File: config.mk
export PLATFORM = sky130hd
export DESIGN_NAME = sps_picture_size_parser_top
export DESIGN_NICKNAME = d
export VERILOG_FILES = /design/src/rtl/spsp_pkg.sv /design/src/rtl/spsp_front.sv /design/src/rtl/spsp_queue.sv /design/src/rtl/spsp_back.sv /design/src/rtl/sps_picture_size_parser_top.sv
export SDC_FILE = /design/constraint.sdc
export NUM_CORES = 2
export LEC_CHECK = 0
export ABC_AREA = 0
export BUFFER_PORTS_ARGS = -buffer_cell sky130_fd_sc_hd__buf_2
export CAP_MARGIN = 10
export CORE_MARGIN = 3
export CORE_UTILIZATION = 44
export CTS_CLUSTER_SIZE = 30
export DETAILED_ROUTE_END_ITERATION = 10
export SETUP_SLACK_MARGIN = 0.02
export SYNTH_ARGS = -nofsm -noshare
export SYNTH_HDL_FRONTEND = slang
export SYNTH_HIERARCHICAL = 1
export SYNTH_SLANG_ARGS = --single-unit
File: constraint.sdc
create_clock -name clk -period 8.7 [get_ports clk]
set_input_delay 0.435 -clock clk [delete_from_list [all_inputs] [get_ports clk]]
set_output_delay 0.435 -clock clk [all_outputs]
set_load 0.01 [all_outputs]
File: src/rtl/spsp_pkg.sv
`default_nettype none
package spsp_pkg;

  localparam int unsigned SIZE_W = 15;
  localparam int unsigned Q_DEPTH = 4;
  localparam int unsigned Q_AW = 2;

  localparam logic [5:0] HEVC_SPS_TYPE = 6'd33;
  localparam logic [4:0] AVC_SPS_TYPE = 5'd7;
  localparam logic [4:0] MAX_ZEROS = 5'd30;
  localparam logic [31:0] MAX_MB = 32'd1023;
  localparam logic [31:0] MAX_CYCLE = 32'd255;

  typedef struct packed {
    logic [7:0] data_byte;
    logic       last_byte;
  } in_item_t;

  typedef struct packed {
    logic              size_valid;
    logic [SIZE_W-1:0] picture_width;
    logic [SIZE_W-1:0] picture_height;
  } out_item_t;

  typedef enum logic [1:0] {
    EV_BYTE,
    EV_START,
    EV_FIN
  } ev_kind_t;

  typedef struct packed {
    ev_kind_t   kind;
    logic [7:0] data;
  } ev_t;

  typedef enum logic [2:0] {
    PH_SEARCH,
    PH_HEADER,
    PH_SKIP,
    PH_HDR2,
    PH_BODY,
    PH_DONE
  } phase_t;

  typedef enum logic [1:0] {
    MD_IDLE,
    MD_BITS,
    MD_FIN1,
    MD_FIN2
  } mode_t;

  typedef enum logic [5:0] {
    S_H_VPS, S_H_LAYERS, S_H_NEST, S_H_PTL0, S_H_PTL1, S_H_PTL2, S_H_SUBFP,
    S_H_SUBFL, S_H_RESV, S_H_SUBP0, S_H_SUBP1, S_H_SUBP2, S_H_SUBL, S_H_SPSID,
    S_H_CHROMA, S_H_SEP, S_H_W, S_H_H,
    S_A_PROFILE, S_A_CONSTR, S_A_SPSID, S_A_CHROMA, S_A_SEP, S_A_BDL, S_A_BDC,
    S_A_QP, S_A_SMP, S_A_SLP, S_A_DELTA, S_A_FRAMENUM, S_A_POC, S_A_POCLSB,
    S_A_P1FLAG, S_A_P1A, S_A_P1B, S_A_P1N, S_A_P1OFF, S_A_REFS, S_A_GAPS,
    S_A_WM, S_A_HM, S_A_FRAME, S_A_MBAFF, S_A_D8,
    S_CROPF, S_CROP
  } step_t;

  // bit length of fixed-width fields, zero for exp-golomb fields
  function automatic logic [5:0] fixed_len(input step_t s);
    logic [5:0] n;
    case (s) inside
      S_H_VPS: n = 6'd4;
      S_H_LAYERS: n = 6'd3;
      S_H_PTL0, S_H_PTL1, S_H_PTL2, S_H_SUBP0, S_H_SUBP1: n = 6'd32;
      S_H_SUBP2: n = 6'd24;
      S_H_RESV: n = 6'd2;
      S_H_SUBL, S_A_PROFILE: n = 6'd8;
      S_A_CONSTR: n = 6'd16;
      S_H_NEST, S_H_SUBFP, S_H_SUBFL, S_H_SEP, S_A_SEP, S_A_QP, S_A_SMP, S_A_SLP,
      S_A_P1FLAG, S_A_GAPS, S_A_FRAME, S_A_MBAFF, S_A_D8, S_CROPF: n = 6'd1;
      default: n = 6'd0;
    endcase
    return n;
  endfunction

endpackage
`default_nettype wire

File: src/rtl/spsp_front.sv
`default_nettype none
module spsp_front (
  input  wire                 clk,
  input  wire                 rst_n,
  input  wire                 in_valid,
  output logic                in_ready,
  input  spsp_pkg::in_item_t  in_data,
  output logic                q_push,
  output spsp_pkg::ev_t       q_ev,
  input  wire                 q_full
);

  logic [7:0] lb_r [3];
  logic [7:0] lb_nxt [3];
  logic [1:0] fill_r, fill_nxt;
  logic       flush_r, flush_nxt;
  logic       acc;

  always_comb begin
    in_ready = !flush_r && !q_full;
    acc = in_valid && in_ready;
    lb_nxt = lb_r;
    fill_nxt = fill_r;
    flush_nxt = flush_r;
    q_push = 1'b0;
    q_ev.kind = spsp_pkg::EV_BYTE;
    q_ev.data = lb_r[0];
    if (acc) begin
      if (fill_r == 2'd3) begin
        q_push = 1'b1;
        if (lb_r[0] == 8'd0 && lb_r[1] == 8'd0 && lb_r[2] == 8'd0 &&
            in_data.data_byte == 8'd1) begin
          q_ev.kind = spsp_pkg::EV_START;
          fill_nxt = 2'd0;
        end else begin
          lb_nxt[0] = lb_r[1];
          lb_nxt[1] = lb_r[2];
          lb_nxt[2] = in_data.data_byte;
        end
      end else begin
        lb_nxt[fill_r] = in_data.data_byte;
        fill_nxt = fill_r + 2'd1;
      end
      if (in_data.last_byte) flush_nxt = 1'b1;
    end else if (flush_r && !q_full) begin
      // drain the held-back bytes, then mark the end of the stream
      q_push = 1'b1;
      if (fill_r != 2'd0) begin
        lb_nxt[0] = lb_r[1];
        lb_nxt[1] = lb_r[2];
        fill_nxt = fill_r - 2'd1;
      end else begin
        q_ev.kind = spsp_pkg::EV_FIN;
        flush_nxt = 1'b0;
      end
    end
  end

  always_ff @(posedge clk) begin
    if (!rst_n) begin
      fill_r <= 2'd0;
      flush_r <= 1'b0;
    end else begin
      fill_r <= fill_nxt;
      flush_r <= flush_nxt;
    end
    lb_r <= lb_nxt;
  end

endmodule
`default_nettype wire

File: src/rtl/spsp_queue.sv
`default_nettype none
module spsp_queue (
  input  wire                 clk,
  input  wire                 rst_n,
  input  wire                 push,
  input  spsp_pkg::ev_t       push_ev,
  output logic                full,
  input  wire                 pop,
  output logic                pop_valid,
  output spsp_pkg::ev_t       pop_ev
);

  spsp_pkg::ev_t mem_r [spsp_pkg::Q_DEPTH];
  logic [spsp_pkg::Q_AW-1:0] wp_r, rp_r;
  logic [spsp_pkg::Q_AW:0]   cnt_r;
  logic                      do_push, do_pop;

  always_comb begin
    full = (cnt_r == (spsp_pkg::Q_AW+1)'(spsp_pkg::Q_DEPTH));
    pop_valid = (cnt_r != '0);
    pop_ev = mem_r[rp_r];
    do_push = push && !full;
    do_pop = pop && pop_valid;
  end

  always_ff @(posedge clk) begin
    if (!rst_n) begin
      wp_r <= '0;
      rp_r <= '0;
      cnt_r <= '0;
    end else begin
      if (do_push) wp_r <= wp_r + 1'b1;
      if (do_pop) rp_r <= rp_r + 1'b1;
      if (do_push && !do_pop) cnt_r <= cnt_r + 1'b1;
      else if (do_pop && !do_push) cnt_r <= cnt_r - 1'b1;
    end
    if (do_push) mem_r[wp_r] <= push_ev;
  end

endmodule
`default_nettype wire

File: src/rtl/spsp_back.sv
`default_nettype none
module spsp_back #(
  parameter int unsigned MAX_SIDE = 16384
) (
  input  wire                  clk,
  input  wire                  rst_n,
  input  wire                  codec_hevc,
  input  wire                  ev_valid,
  input  spsp_pkg::ev_t        ev,
  output logic                 ev_pop,
  output logic                 out_valid,
  input  wire                  out_ready,
  output spsp_pkg::out_item_t  out_data
);

  spsp_pkg::mode_t  mode_r, mode_nxt;
  spsp_pkg::phase_t phase_r, phase_nxt;
  spsp_pkg::step_t  step_r, step_nxt, go_s;
  logic [1:0]  zero_run_r, zero_run_nxt;
  logic [7:0]  sr_r, sr_nxt;
  logic [2:0]  bcnt_r, bcnt_nxt;
  logic [4:0]  gzc_r, gzc_nxt;
  logic [31:0] fv_r, fv_nxt;
  logic [7:0]  lc0_r, lc0_nxt, lc1_r, lc1_nxt;
  logic [5:0]  lc2_r, lc2_nxt;
  logic [15:0] lf_r, lf_nxt;
  logic [7:0]  sl_r, sl_nxt;
  logic [1:0]  chroma_r, chroma_nxt;
  logic        sep_r, sep_nxt, frame_r, frame_nxt, hevc_r, hevc_nxt, high_r, high_nxt;
  logic [31:0] cw_r, cw_nxt, ch_r, ch_nxt;
  logic [31:0] crop_r [4];
  logic [31:0] crop_nxt [4];
  logic        err_r, err_nxt, done_r, done_nxt, suffix_r, suffix_nxt;
  logic [33:0] crx_r, crx_nxt;
  logic [34:0] cry_r, cry_nxt;
  logic        okp_r, okp_nxt;
  logic        out_valid_r, out_valid_nxt;
  spsp_pkg::out_item_t out_r, out_nxt;

  logic        go_f, fail_f, feed_en, fbit, fire, clr, ok, isfix;
  logic [31:0] sh, v, gmask;
  logic [7:0]  i1, nx, d8;
  logic [3:0]  sub_start;
  logic        hit, hit_p;
  logic [2:0]  hit_idx;
  logic [1:0]  arr;
  logic [32:0] sum_x, sum_y;
  logic [1:0]  cys;

  // next sub-layer that carries a profile or level, in the range [start, count)
  always_comb begin
    sub_start = (step_r == spsp_pkg::S_H_RESV) ? 4'd0 : ({1'b0, lc0_r[2:0]} + 4'd1);
    hit = 1'b0;
    hit_p = 1'b0;
    hit_idx = 3'd0;
    for (int j = 0; j < 8; j++) begin
      if (!hit && 4'(j) >= sub_start && 8'(j) < lc1_r && (lf_r[j] || lf_r[8+j])) begin
        hit = 1'b1;
        hit_idx = 3'(j);
        hit_p = lf_r[j];
      end
    end
  end

  always_comb begin
    mode_nxt = mode_r; phase_nxt = phase_r; step_nxt = step_r;
    zero_run_nxt = zero_run_r; sr_nxt = sr_r; bcnt_nxt = bcnt_r;
    gzc_nxt = gzc_r; fv_nxt = fv_r; lc0_nxt = lc0_r; lc1_nxt = lc1_r; lc2_nxt = lc2_r;
    lf_nxt = lf_r; sl_nxt = sl_r; chroma_nxt = chroma_r; sep_nxt = sep_r;
    frame_nxt = frame_r; hevc_nxt = hevc_r; high_nxt = high_r;
    cw_nxt = cw_r; ch_nxt = ch_r; crop_nxt = crop_r;
    err_nxt = err_r; done_nxt = done_r; suffix_nxt = suffix_r;
    crx_nxt = crx_r; cry_nxt = cry_r; okp_nxt = okp_r;
    out_valid_nxt = out_valid_r && !out_ready;
    out_nxt = out_r;
    ev_pop = 1'b0; go_f = 1'b0; go_s = step_r; fail_f = 1'b0;
    feed_en = 1'b0; fbit = sr_r[7]; fire = 1'b0; clr = 1'b0; ok = 1'b0;
    i1 = lc0_r + 8'd1;
    arr = sep_r ? 2'd0 : chroma_r;
    sum_x = {1'b0, crop_r[0]} + {1'b0, crop_r[1]};
    sum_y = {1'b0, crop_r[2]} + {1'b0, crop_r[3]};
    cys = {1'b0, arr == 2'd1} + {1'b0, !(hevc_r || frame_r)};

    unique case (mode_r)
      spsp_pkg::MD_IDLE: begin
        if (ev_valid) begin
          ev_pop = 1'b1;
          case (ev.kind)
            spsp_pkg::EV_BYTE: begin
              case (phase_r)
                spsp_pkg::PH_HEADER: begin
                  if (codec_hevc ? (ev.data[6:1] == spsp_pkg::HEVC_SPS_TYPE)
                                 : (ev.data[4:0] == spsp_pkg::AVC_SPS_TYPE)) begin
                    if (codec_hevc) hevc_nxt = 1'b1;
                    zero_run_nxt = 2'd0;
                    go_f = 1'b1;
                    go_s = codec_hevc ? spsp_pkg::S_H_VPS : spsp_pkg::S_A_PROFILE;
                    phase_nxt = codec_hevc ? spsp_pkg::PH_HDR2 : spsp_pkg::PH_BODY;
                  end else begin
                    phase_nxt = spsp_pkg::PH_SKIP;
                  end
                end
                spsp_pkg::PH_HDR2: phase_nxt = spsp_pkg::PH_BODY;
                spsp_pkg::PH_BODY: begin
                  // emulation prevention byte after two zeros is dropped
                  if (zero_run_r == 2'd2 && ev.data == 8'd3) begin
                    zero_run_nxt = 2'd0;
                  end else begin
                    if (ev.data == 8'd0) begin
                      zero_run_nxt = (zero_run_r == 2'd3) ? 2'd3 : zero_run_r + 2'd1;
                    end else begin
                      zero_run_nxt = 2'd0;
                    end
                    sr_nxt = ev.data;
                    bcnt_nxt = 3'd0;
                    mode_nxt = spsp_pkg::MD_BITS;
                  end
                end
                default: ;
              endcase
            end
            spsp_pkg::EV_START: begin
              if (phase_r == spsp_pkg::PH_HDR2 || phase_r == spsp_pkg::PH_BODY) begin
                if (!done_r) fail_f = 1'b1;
                phase_nxt = spsp_pkg::PH_DONE;
              end else if (phase_r != spsp_pkg::PH_DONE) begin
                phase_nxt = spsp_pkg::PH_HEADER;
              end
            end
            spsp_pkg::EV_FIN: begin
              if ((phase_r == spsp_pkg::PH_HDR2 || phase_r == spsp_pkg::PH_BODY) && !done_r)
                fail_f = 1'b1;
              mode_nxt = spsp_pkg::MD_FIN1;
            end
            default: ;
          endcase
        end
      end
      spsp_pkg::MD_BITS: begin
        feed_en = 1'b1;
        sr_nxt = {sr_r[6:0], 1'b0};
        bcnt_nxt = bcnt_r + 3'd1;
      end
      spsp_pkg::MD_FIN1: begin
        okp_nxt = done_r && !err_r;
        crx_nxt = (arr == 2'd1 || arr == 2'd2) ? {sum_x, 1'b0} : {1'b0, sum_x};
        cry_nxt = {2'b00, sum_y} << cys;
        mode_nxt = spsp_pkg::MD_FIN2;
      end
      spsp_pkg::MD_FIN2: begin
        if (!out_valid_r || out_ready) begin
          ok = okp_r && ({2'b00, cw_r} > crx_r) && ({3'b000, ch_r} > cry_r) &&
               (cw_r <= 32'(MAX_SIDE)) && (ch_r <= 32'(MAX_SIDE));
          out_nxt.size_valid = ok;
          out_nxt.picture_width = ok ? spsp_pkg::SIZE_W'(cw_r - crx_r[31:0]) : '0;
          out_nxt.picture_height = ok ? spsp_pkg::SIZE_W'(ch_r - cry_r[31:0]) : '0;
          out_valid_nxt = 1'b1;
          clr = 1'b1;
          mode_nxt = spsp_pkg::MD_IDLE;
        end
      end
      default: mode_nxt = spsp_pkg::MD_IDLE;
    endcase

    // one payload bit through the exp-golomb / fixed-length reader
    sh = {fv_r[30:0], fbit};
    gmask = (32'd1 << gzc_r) - 32'd1;
    isfix = (spsp_pkg::fixed_len(step_r) != 6'd0);
    v = 32'd0;
    if (feed_en) begin
      if (isfix || suffix_r) begin
        fv_nxt = sh;
        lc2_nxt = lc2_r - 6'd1;
        fire = (lc2_r == 6'd1);
        v = suffix_r && !isfix ? gmask + sh : sh;
      end else if (!fbit) begin
        gzc_nxt = gzc_r + 5'd1;
        if (gzc_r >= spsp_pkg::MAX_ZEROS) fail_f = 1'b1;
      end else if (gzc_r == 5'd0) begin
        fire = 1'b1;
      end else begin
        suffix_nxt = 1'b1;
        lc2_nxt = {1'b0, gzc_r};
        fv_nxt = 32'd0;
      end
    end

    d8 = v[0] ? (v[8:1] + 8'd1) : (8'd0 - v[8:1]);
    nx = sl_r + d8;

    if (fire) begin
      unique case (step_r) inside
        spsp_pkg::S_H_VPS: begin go_f = 1'b1; go_s = spsp_pkg::S_H_LAYERS; end
        spsp_pkg::S_H_LAYERS: begin
          lc1_nxt = {5'd0, v[2:0]};
          go_f = 1'b1; go_s = spsp_pkg::S_H_NEST;
        end
        spsp_pkg::S_H_NEST: begin go_f = 1'b1; go_s = spsp_pkg::S_H_PTL0; end
        spsp_pkg::S_H_PTL0: begin go_f = 1'b1; go_s = spsp_pkg::S_H_PTL1; end
        spsp_pkg::S_H_PTL1: begin go_f = 1'b1; go_s = spsp_pkg::S_H_PTL2; end
        spsp_pkg::S_H_PTL2: begin
          go_f = 1'b1;
          if (lc1_r != 8'd0) begin
            lc0_nxt = 8'd0;
            go_s = spsp_pkg::S_H_SUBFP;
          end else begin
            go_s = spsp_pkg::S_H_SPSID;
          end
        end
        spsp_pkg::S_H_SUBFP: begin
          if (v[0]) lf_nxt[{1'b0, lc0_r[2:0]}] = 1'b1;
          go_f = 1'b1; go_s = spsp_pkg::S_H_SUBFL;
        end
        spsp_pkg::S_H_SUBFL: begin
          if (v[0]) lf_nxt[{1'b1, lc0_r[2:0]}] = 1'b1;
          lc0_nxt = i1;
          go_f = 1'b1;
          go_s = (i1 < lc1_r) ? spsp_pkg::S_H_SUBFP : spsp_pkg::S_H_RESV;
        end
        spsp_pkg::S_H_RESV, spsp_pkg::S_H_SUBP2, spsp_pkg::S_H_SUBL: begin
          go_f = 1'b1;
          if (step_r == spsp_pkg::S_H_RESV && i1 < 8'd8) begin
            lc0_nxt = i1;
            go_s = spsp_pkg::S_H_RESV;
          end else if (step_r == spsp_pkg::S_H_SUBP2 && lf_r[{1'b1, lc0_r[2:0]}]) begin
            go_s = spsp_pkg::S_H_SUBL;
          end else if (hit) begin
            lc0_nxt = {5'd0, hit_idx};
            go_s = hit_p ? spsp_pkg::S_H_SUBP0 : spsp_pkg::S_H_SUBL;
          end else begin
            if (step_r == spsp_pkg::S_H_RESV) lc0_nxt = i1;
            go_s = spsp_pkg::S_H_SPSID;
          end
        end
        spsp_pkg::S_H_SUBP0: begin go_f = 1'b1; go_s = spsp_pkg::S_H_SUBP1; end
        spsp_pkg::S_H_SUBP1: begin go_f = 1'b1; go_s = spsp_pkg::S_H_SUBP2; end
        spsp_pkg::S_H_SPSID: begin go_f = 1'b1; go_s = spsp_pkg::S_H_CHROMA; end
        spsp_pkg::S_H_CHROMA, spsp_pkg::S_A_CHROMA: begin
          if (v > 32'd3) begin
            fail_f = 1'b1;
          end else begin
            chroma_nxt = v[1:0];
            go_f = 1'b1;
            if (step_r == spsp_pkg::S_H_CHROMA)
              go_s = (v == 32'd3) ? spsp_pkg::S_H_SEP : spsp_pkg::S_H_W;
            else
              go_s = (v == 32'd3) ? spsp_pkg::S_A_SEP : spsp_pkg::S_A_BDL;
          end
        end
        spsp_pkg::S_H_SEP: begin
          if (v[0]) sep_nxt = 1'b1;
          go_f = 1'b1; go_s = spsp_pkg::S_H_W;
        end
        spsp_pkg::S_H_W: begin cw_nxt = v; go_f = 1'b1; go_s = spsp_pkg::S_H_H; end
        spsp_pkg::S_H_H: begin ch_nxt = v; go_f = 1'b1; go_s = spsp_pkg::S_CROPF; end
        spsp_pkg::S_A_PROFILE: begin
          // profiles that carry the chroma and scaling-list fields
          case (v[7:0]) inside
            8'd100, 8'd110, 8'd122, 8'd244, 8'd44, 8'd83, 8'd86, 8'd118, 8'd128,
            8'd138, 8'd139, 8'd134, 8'd135: high_nxt = 1'b1;
            default: ;
          endcase
          go_f = 1'b1; go_s = spsp_pkg::S_A_CONSTR;
        end
        spsp_pkg::S_A_CONSTR: begin go_f = 1'b1; go_s = spsp_pkg::S_A_SPSID; end
        spsp_pkg::S_A_SPSID: begin
          go_f = 1'b1;
          go_s = high_r ? spsp_pkg::S_A_CHROMA : spsp_pkg::S_A_FRAMENUM;
        end
        spsp_pkg::S_A_SEP: begin
          if (v[0]) sep_nxt = 1'b1;
          go_f = 1'b1; go_s = spsp_pkg::S_A_BDL;
        end
        spsp_pkg::S_A_BDL: begin go_f = 1'b1; go_s = spsp_pkg::S_A_BDC; end
        spsp_pkg::S_A_BDC: begin go_f = 1'b1; go_s = spsp_pkg::S_A_QP; end
        spsp_pkg::S_A_QP: begin go_f = 1'b1; go_s = spsp_pkg::S_A_SMP; end
        spsp_pkg::S_A_SMP: begin
          go_f = 1'b1;
          if (v[0]) begin
            lc0_nxt = 8'd0;
            go_s = spsp_pkg::S_A_SLP;
          end else begin
            go_s = spsp_pkg::S_A_FRAMENUM;
          end
        end
        spsp_pkg::S_A_SLP, spsp_pkg::S_A_DELTA: begin
          go_f = 1'b1;
          if (step_r == spsp_pkg::S_A_SLP && v[0]) begin
            lc1_nxt = 8'd0;
            sl_nxt = 8'd8;
            go_s = spsp_pkg::S_A_DELTA;
          end else if (step_r == spsp_pkg::S_A_DELTA && nx != 8'd0 &&
                       (lc1_r + 8'd1) < ((lc0_r < 8'd6) ? 8'd16 : 8'd64)) begin
            sl_nxt = nx;
            lc1_nxt = lc1_r + 8'd1;
            go_s = spsp_pkg::S_A_DELTA;
          end else begin
            // list finished: move on to the next scaling list
            if (step_r == spsp_pkg::S_A_DELTA) begin
              lc1_nxt = lc1_r + 8'd1;
              if (nx != 8'd0) sl_nxt = nx;
            end
            lc0_nxt = i1;
            go_s = (i1 < ((chroma_r == 2'd3) ? 8'd12 : 8'd8)) ? spsp_pkg::S_A_SLP
                                                               : spsp_pkg::S_A_FRAMENUM;
          end
        end
        spsp_pkg::S_A_FRAMENUM: begin go_f = 1'b1; go_s = spsp_pkg::S_A_POC; end
        spsp_pkg::S_A_POC: begin
          go_f = (v <= 32'd2);
          fail_f = (v > 32'd2);
          if (v == 32'd0) go_s = spsp_pkg::S_A_POCLSB;
          else if (v == 32'd1) go_s = spsp_pkg::S_A_P1FLAG;
          else go_s = spsp_pkg::S_A_REFS;
        end
        spsp_pkg::S_A_POCLSB: begin go_f = 1'b1; go_s = spsp_pkg::S_A_REFS; end
        spsp_pkg::S_A_P1FLAG: begin go_f = 1'b1; go_s = spsp_pkg::S_A_P1A; end
        spsp_pkg::S_A_P1A: begin go_f = 1'b1; go_s = spsp_pkg::S_A_P1B; end
        spsp_pkg::S_A_P1B: begin go_f = 1'b1; go_s = spsp_pkg::S_A_P1N; end
        spsp_pkg::S_A_P1N: begin
          if (v > spsp_pkg::MAX_CYCLE) begin
            fail_f = 1'b1;
          end else begin
            lc1_nxt = v[7:0];
            lc0_nxt = 8'd0;
            go_f = 1'b1;
            go_s = (v != 32'd0) ? spsp_pkg::S_A_P1OFF : spsp_pkg::S_A_REFS;
          end
        end
        spsp_pkg::S_A_P1OFF: begin
          lc0_nxt = i1;
          go_f = 1'b1;
          go_s = (i1 < lc1_r) ? spsp_pkg::S_A_P1OFF : spsp_pkg::S_A_REFS;
        end
        spsp_pkg::S_A_REFS: begin go_f = 1'b1; go_s = spsp_pkg::S_A_GAPS; end
        spsp_pkg::S_A_GAPS: begin go_f = 1'b1; go_s = spsp_pkg::S_A_WM; end
        spsp_pkg::S_A_WM, spsp_pkg::S_A_HM: begin
          if (v > spsp_pkg::MAX_MB) begin
            fail_f = 1'b1;
          end else begin
            go_f = 1'b1;
            if (step_r == spsp_pkg::S_A_WM) begin
              cw_nxt = {18'd0, {1'b0, v[9:0]} + 11'd1, 3'd0} << 1;
              go_s = spsp_pkg::S_A_HM;
            end else begin
              ch_nxt = {18'd0, {1'b0, v[9:0]} + 11'd1, 3'd0} << 1;
              go_s = spsp_pkg::S_A_FRAME;
            end
          end
        end
        spsp_pkg::S_A_FRAME: begin
          frame_nxt = v[0];
          go_f = 1'b1;
          go_s = v[0] ? spsp_pkg::S_A_D8 : spsp_pkg::S_A_MBAFF;
        end
        spsp_pkg::S_A_MBAFF: begin go_f = 1'b1; go_s = spsp_pkg::S_A_D8; end
        spsp_pkg::S_A_D8: begin
          if (!frame_r) ch_nxt = {ch_r[30:0], 1'b0};
          go_f = 1'b1; go_s = spsp_pkg::S_CROPF;
        end
        spsp_pkg::S_CROPF: begin
          if (v[0]) begin
            lc0_nxt = 8'd0;
            go_f = 1'b1; go_s = spsp_pkg::S_CROP;
          end else begin
            done_nxt = 1'b1;
          end
        end
        spsp_pkg::S_CROP: begin
          crop_nxt[lc0_r[1:0]] = v;
          lc0_nxt = i1;
          if (i1 < 8'd4) begin
            go_f = 1'b1; go_s = spsp_pkg::S_CROP;
          end else begin
            done_nxt = 1'b1;
          end
        end
        default: fail_f = 1'b1;
      endcase
    end

    if (go_f) begin
      step_nxt = go_s;
      fv_nxt = 32'd0;
      gzc_nxt = 5'd0;
      suffix_nxt = 1'b0;
      lc2_nxt = spsp_pkg::fixed_len(go_s);
    end
    if (fail_f) begin
      err_nxt = 1'b1;
      done_nxt = 1'b1;
    end
    if (mode_r == spsp_pkg::MD_BITS && (done_nxt || bcnt_r == 3'd7)) begin
      mode_nxt = spsp_pkg::MD_IDLE;
      if (done_nxt) phase_nxt = spsp_pkg::PH_DONE;
    end

    if (clr) begin
      phase_nxt = spsp_pkg::PH_SEARCH; step_nxt = spsp_pkg::S_H_VPS;
      zero_run_nxt = 2'd0; gzc_nxt = 5'd0; fv_nxt = 32'd0;
      lc0_nxt = 8'd0; lc1_nxt = 8'd0; lc2_nxt = 6'd0; lf_nxt = 16'd0; sl_nxt = 8'd8;
      chroma_nxt = 2'd1; sep_nxt = 1'b0; frame_nxt = 1'b1; hevc_nxt = 1'b0;
      high_nxt = 1'b0; cw_nxt = 32'd0; ch_nxt = 32'd0;
      for (int k = 0; k < 4; k++) crop_nxt[k] = 32'd0;
      err_nxt = 1'b0; done_nxt = 1'b0; suffix_nxt = 1'b0;
    end
  end

  always_ff @(posedge clk) begin
    if (!rst_n) begin
      mode_r <= spsp_pkg::MD_IDLE;
      phase_r <= spsp_pkg::PH_SEARCH;
      step_r <= spsp_pkg::S_H_VPS;
      zero_run_r <= 2'd0; gzc_r <= 5'd0; fv_r <= 32'd0;
      lc0_r <= 8'd0; lc1_r <= 8'd0; lc2_r <= 6'd0; lf_r <= 16'd0; sl_r <= 8'd8;
      chroma_r <= 2'd1; sep_r <= 1'b0; frame_r <= 1'b1; hevc_r <= 1'b0; high_r <= 1'b0;
      cw_r <= 32'd0; ch_r <= 32'd0;
      for (int k = 0; k < 4; k++) crop_r[k] <= 32'd0;
      err_r <= 1'b0; done_r <= 1'b0; suffix_r <= 1'b0;
      out_valid_r <= 1'b0;
    end else begin
      mode_r <= mode_nxt; phase_r <= phase_nxt; step_r <= step_nxt;
      zero_run_r <= zero_run_nxt; gzc_r <= gzc_nxt; fv_r <= fv_nxt;
      lc0_r <= lc0_nxt; lc1_r <= lc1_nxt; lc2_r <= lc2_nxt; lf_r <= lf_nxt; sl_r <= sl_nxt;
      chroma_r <= chroma_nxt; sep_r <= sep_nxt; frame_r <= frame_nxt;
      hevc_r <= hevc_nxt; high_r <= high_nxt;
      cw_r <= cw_nxt; ch_r <= ch_nxt; crop_r <= crop_nxt;
      err_r <= err_nxt; done_r <= done_nxt; suffix_r <= suffix_nxt;
      out_valid_r <= out_valid_nxt;
    end
    sr_r <= sr_nxt;
    bcnt_r <= bcnt_nxt;
    crx_r <= crx_nxt;
    cry_r <= cry_nxt;
    okp_r <= okp_nxt;
    out_r <= out_nxt;
  end

  assign out_valid = out_valid_r;
  assign out_data = out_r;

  a_invalid_zero: assert property (@(posedge clk) disable iff (!rst_n)
    (out_valid_r && !out_r.size_valid) |->
      (out_r.picture_width == '0 && out_r.picture_height == '0))
    else $error("invalid result with nonzero size");

  a_bits_in_body: assert property (@(posedge clk) disable iff (!rst_n)
    (mode_r == spsp_pkg::MD_BITS) |-> (phase_r == spsp_pkg::PH_BODY && !done_r))
    else $error("bit reader active outside an open sps body");

  a_size_bound: assert property (@(posedge clk) disable iff (!rst_n)
    (out_valid_r && out_r.size_valid) |->
      ({17'd0, out_r.picture_width} <= 32'(MAX_SIDE) &&
       {17'd0, out_r.picture_height} <= 32'(MAX_SIDE)))
    else $error("valid size above the side limit");

  a_result_after_fin: assert property (@(posedge clk) disable iff (!rst_n)
    ($rose(out_valid_r)) |-> ($past(mode_r) == spsp_pkg::MD_FIN2))
    else $error("result produced outside the finish step");

endmodule
`default_nettype wire

File: src/rtl/sps_picture_size_parser_top.sv
// channel  | handshake            | payload
// in       | in_valid / in_ready  | in_data   (data_byte, last_byte)
// out      | out_valid / out_ready| out_data  (size_valid, picture_width, picture_height)
// cfg      | cfg_we               | cfg_wdata (codec_hevc)
// bytes outside the sps body are consumed in the back end's idle mode; a body byte is
// shifted through the bit-serial exp-golomb reader (one payload bit per cycle)
// the last item adds up to four queue entries, then the finish steps FIN1 and FIN2 give the result
// a four-entry item queue decouples the byte front end from the bit reader
// rst_n is synchronous; the result register holds under out_ready low
`default_nettype none
module sps_picture_size_parser_top #(
  parameter int unsigned MAX_SIDE = 16384
) (
  input  wire                  clk,
  input  wire                  rst_n,
  input  wire                  in_valid,
  output logic                 in_ready,
  input  spsp_pkg::in_item_t   in_data,
  output logic                 out_valid,
  input  wire                  out_ready,
  output spsp_pkg::out_item_t  out_data,
  input  wire                  cfg_we,
  input  wire                  cfg_wdata
);

  logic          codec_hevc_r;
  logic          q_push, q_full, q_pop, q_valid;
  spsp_pkg::ev_t q_in, q_out;

  always_ff @(posedge clk) begin
    if (!rst_n) codec_hevc_r <= 1'b0;
    else if (cfg_we) codec_hevc_r <= cfg_wdata;
  end

  spsp_front u_front (
    .clk(clk), .rst_n(rst_n),
    .in_valid(in_valid), .in_ready(in_ready), .in_data(in_data),
    .q_push(q_push), .q_ev(q_in), .q_full(q_full)
  );

  spsp_queue u_queue (
    .clk(clk), .rst_n(rst_n),
    .push(q_push), .push_ev(q_in), .full(q_full),
    .pop(q_pop), .pop_valid(q_valid), .pop_ev(q_out)
  );

  spsp_back #(.MAX_SIDE(MAX_SIDE)) u_back (
    .clk(clk), .rst_n(rst_n), .codec_hevc(codec_hevc_r),
    .ev_valid(q_valid), .ev(q_out), .ev_pop(q_pop),
    .out_valid(out_valid), .out_ready(out_ready), .out_data(out_data)
  );

endmodule
`default_nettype wire
==> impl_metrics.py <==
metrics = {
    "critical_path": {
        "cp_common_cell": "ha_1",
        "worst_r2r_path_depth": 30,
        "worstSetupPathType": "register to register",
        "start_kind": "register",
        "crit_slowest_cell": "a32o_1",
        "reg2reg_to": "u_back/lc2_r[3]",
        "r2r_slack_ns": 0.80,
        "worstSetupEndpointType": "register",
        "cp.required_ns": 9.24,
        "cp_data_arrival_time_ns": 8.45,
        "crit_fanout": 13,
        "rr_startpoint": "u_back/gzc_r[1]",
        "cpPeakStageDelay_ns": 0.59,
    },
    "layout": {
        "antenna_cells": 0,
        "final_util_pct": 49.3,
        "final_cell_mix": "465 x nor2_1, 400 x nand2_1, 354 x a21oi_1",
        "finalNonFillerCells": 4785,
        "area_delta_synth_final_pct": 10.1,
        "fin_nets": 4059,
        "final_area_mm2": 0.0347,
        "final_common_cell": "nor2_1",
        "drive_above_1_share_pct": 7.80,
    },
    "yosys": {
        "ys_seq_elements": 486,
        "postSynthAreaPerCell_um2": 8.25,
        "yosysSeqAreaShare_pct": 36.4,
        "synth_top_cell_area_share_pct": 19.7,
        "synthArstFlopShare_pct": 0,
        "synth_ff_type": "dfxtp_1",
        "synth_warnings": 6,
        "synth_edf_count": 176,
        "synth_cell_types": 109,
        "synth_fp_nets": 4089,
        "yosys.area.top_type": "dfxtp_1",
        "syn_inst": 3825,
        "yosys-top-cells-area": "dfxtp_1 20%, edfxtp_1 17%, ha_1 9.6%, a21oi_1 5.6%, nor2_1 5.5%",
        "syn-cell-area_mm2": 0.0316,
    },
    "timing": {
        "finalWorstSetupSlack_ns": 0.795,
        "slew_headroom_pct": 11.7,
        "holdWs_ns": 0.0536,
        "period_minus_slack_ns": 7.90,
        "min_period_over_period_pct": 90.9,
        "worst_pin_slew_ns": 1.31,
        "setup_viol": 0,
        "setup_tns_ns": 0,
        "slew_viol_final": 0,
        "rsz0062_at_grt": "false",
        "fmax_mhz": 127,
        "skew_ns": 0.0790,
        "finalHoldViolCount": 0,
    },
    "outcome": {
        "outcome": "completed",
    },
    "route": {
        "drtIter0Drc": 2456,
        "ant_nets": 0,
        "wl_met3_um": 6490,
        "wl_met1_um": 44000,
        "drt-pass1-iter-count": 6,
        "met2_length_um": 41900,
        "dr.max_layer_used": "met4",
        "wl_per_cell_um": 20.2,
        "viasPerCell": 5.77,
        "drc_errors": 0,
        "wl_um": 96500,
        "vias": 27600,
    },
    "place": {
        "dpl.hpwl_um": 70300,
        "placed_area_mm2": 0.0327,
        "dp.cells": 4674,
        "io_buffers": 47,
        "place_ws_ns": 0.926,
        "gp_congestion": 0.951,
    },
    "clocking": {
        "clock_sinks": 486,
        "cts_buffers": 58,
        "path_clk_slew_ns": 0.06,
        "cts_root_buffer": "clkbuf_16",
        "postCtsSetupBuffers": 0,
        "clockBufferDepth": 3,
        "cts-resized-gates": 0,
        "clk_latency_ns": 0.67,
        "tritoncts": "yes",
        "hold_buffers": 0,
        "htreeDepth": 2,
    },
    "pwr": {
        "ir_worst_vdd_v": 0.000170,
        "power_mw": 5.98,
        "leakagePower_nw": 13.7,
        "p_per_area_mw_per_mm2": 172,
    },
    "floorplan": {
        "num_rows": 97,
        "fp.coreArea_mm2": 0.0705,
        "die_h_um": 274,
        "die_x_um": 274,
        "io_pins": 48,
        "dieArea_mm2": 0.0750,
        "start_util_pct": 44.8,
    },
    "hold_path": {
        "holdPathStages": 3,
        "holdCritPathClass": "input port to register",
        "min_to": "codec_hevc_r",
        "min-delay-start": "cfg_wdata",
    },
    "grt": {
        "grt_pass1_vias": 25900,
        "overflow": 0,
        "antenna_found_initial": 0,
        "grt_pass1_wl_um": 150000,
        "grt_usage_pct": 25.5,
        "grt_max_degree": 191,
    },
    "job": {
        "drv_cap": 0,
    },
}
[synthesized netlist by cell type, types with 29 or more instances]
cell type	instances
a211oi_1	115
a21o_1	46
a21oi_1	356
a31oi_1	29
and2_1	32
and3_1	31
clkbuf_1	161
dfxtp_1	310
edfxtp_1	176
ha_1	242
inv_1	265
mux2i_1	79
nand2_1	400
nand2b_1	40
nand3_1	112
nand4_1	34
nor2_1	466
nor2b_1	61
nor3_1	104
nor4_1	40
o21a_1	32
o21ai_0	186
xnor2_1	75
xor2_1	42
[layout make-up]
type                       count  area (um2)
fill                        6912       35800
multi-input combinational   2867       18300
sequential                   486       11500
clock buffer                  73        1590
tap                          940        1180
inverter                     269        1010
timing repair buffer         113         741
clock inverter                37         453
[critical path, delay by kind of cell (launching register included)]
kind                     cells  cell delay [ns]
flip-flops                   1             0.37
adder cells (fa/ha/maj)      5             1.39
buffers and inverters        2             0.14
AND/OR/NAND/NOR              7             1.38
AO/OA/AOI/OAI               11             3.49
XOR/XNOR                     4             0.75
multiplexers                 1             0.30
[state kept, by name (all words and copies together), names as in the netlist, 5 cells and up, named ones only]
name,cells
u_back/ch_r,32
u_back/crop_r,128
u_back/crx_r,34
u_back/cry_r,35
u_back/cw_r,32
u_back/fv_r,31
u_back/gzc_r,5
u_back/lc0_r,8
u_back/lc1_r,8
u_back/lc2_r,6
u_back/lf_r,16
u_back/out_data,31
u_back/sl_r,8
u_back/sr_r,8
u_back/step_r,6
u_front/lb_r,16
u_front/q_ev,8
u_queue/mem_r,40
[power breakdown]
group	leakage, nW	internal (mW)	switching (mW)	total (mW)
Combinational	8.64	0.280	0.500	0.780
Clock	0.993	1.52	1.04	2.56
Sequential	4.05	2.55	0.0966	2.65
Total	13.7	4.35	1.64	5.98
[cells by family after synthesis]
family / count (synthesis) / synth area share (%)
adder cells (fa/ha/maj): 249 / 10.0
flip-flops: 486 / 36.4
AO/OA/AOI/OAI: 993 / 20.1
AND/OR/NAND/NOR: 1401 / 20.4
multiplexers: 107 / 3.93
buffers and inverters: 472 / 5.86
XOR/XNOR: 117 / 3.25
[per-layer routing]
metal | GRT usage [%] | up-vias
li1 | - | 13600
met1 | 35.1 | 12900
met2 | 39.3 | 924
met3 | 4.61 | 204
met4 | 10.6 | 0
met5 | 0 | -
[worst max path at each step]
stage                          from              end  slack, ns
finish              u_back/gzc_r[1]  u_back/lc2_r[3]       0.80
global route        u_back/gzc_r[1]  u_back/lc2_r[3]       0.28
CTS                 u_back/gzc_r[1]  u_back/lc2_r[3]       0.88
detailed placement  u_back/gzc_r[1]  u_back/lc2_r[3]       0.93
global placement    u_back/gzc_r[1]  u_back/lc2_r[3]       1.01
floorplan           u_back/gzc_r[1]  u_back/lc2_r[3]       1.92
Note: power is estimated with default switching activity, not from simulation.
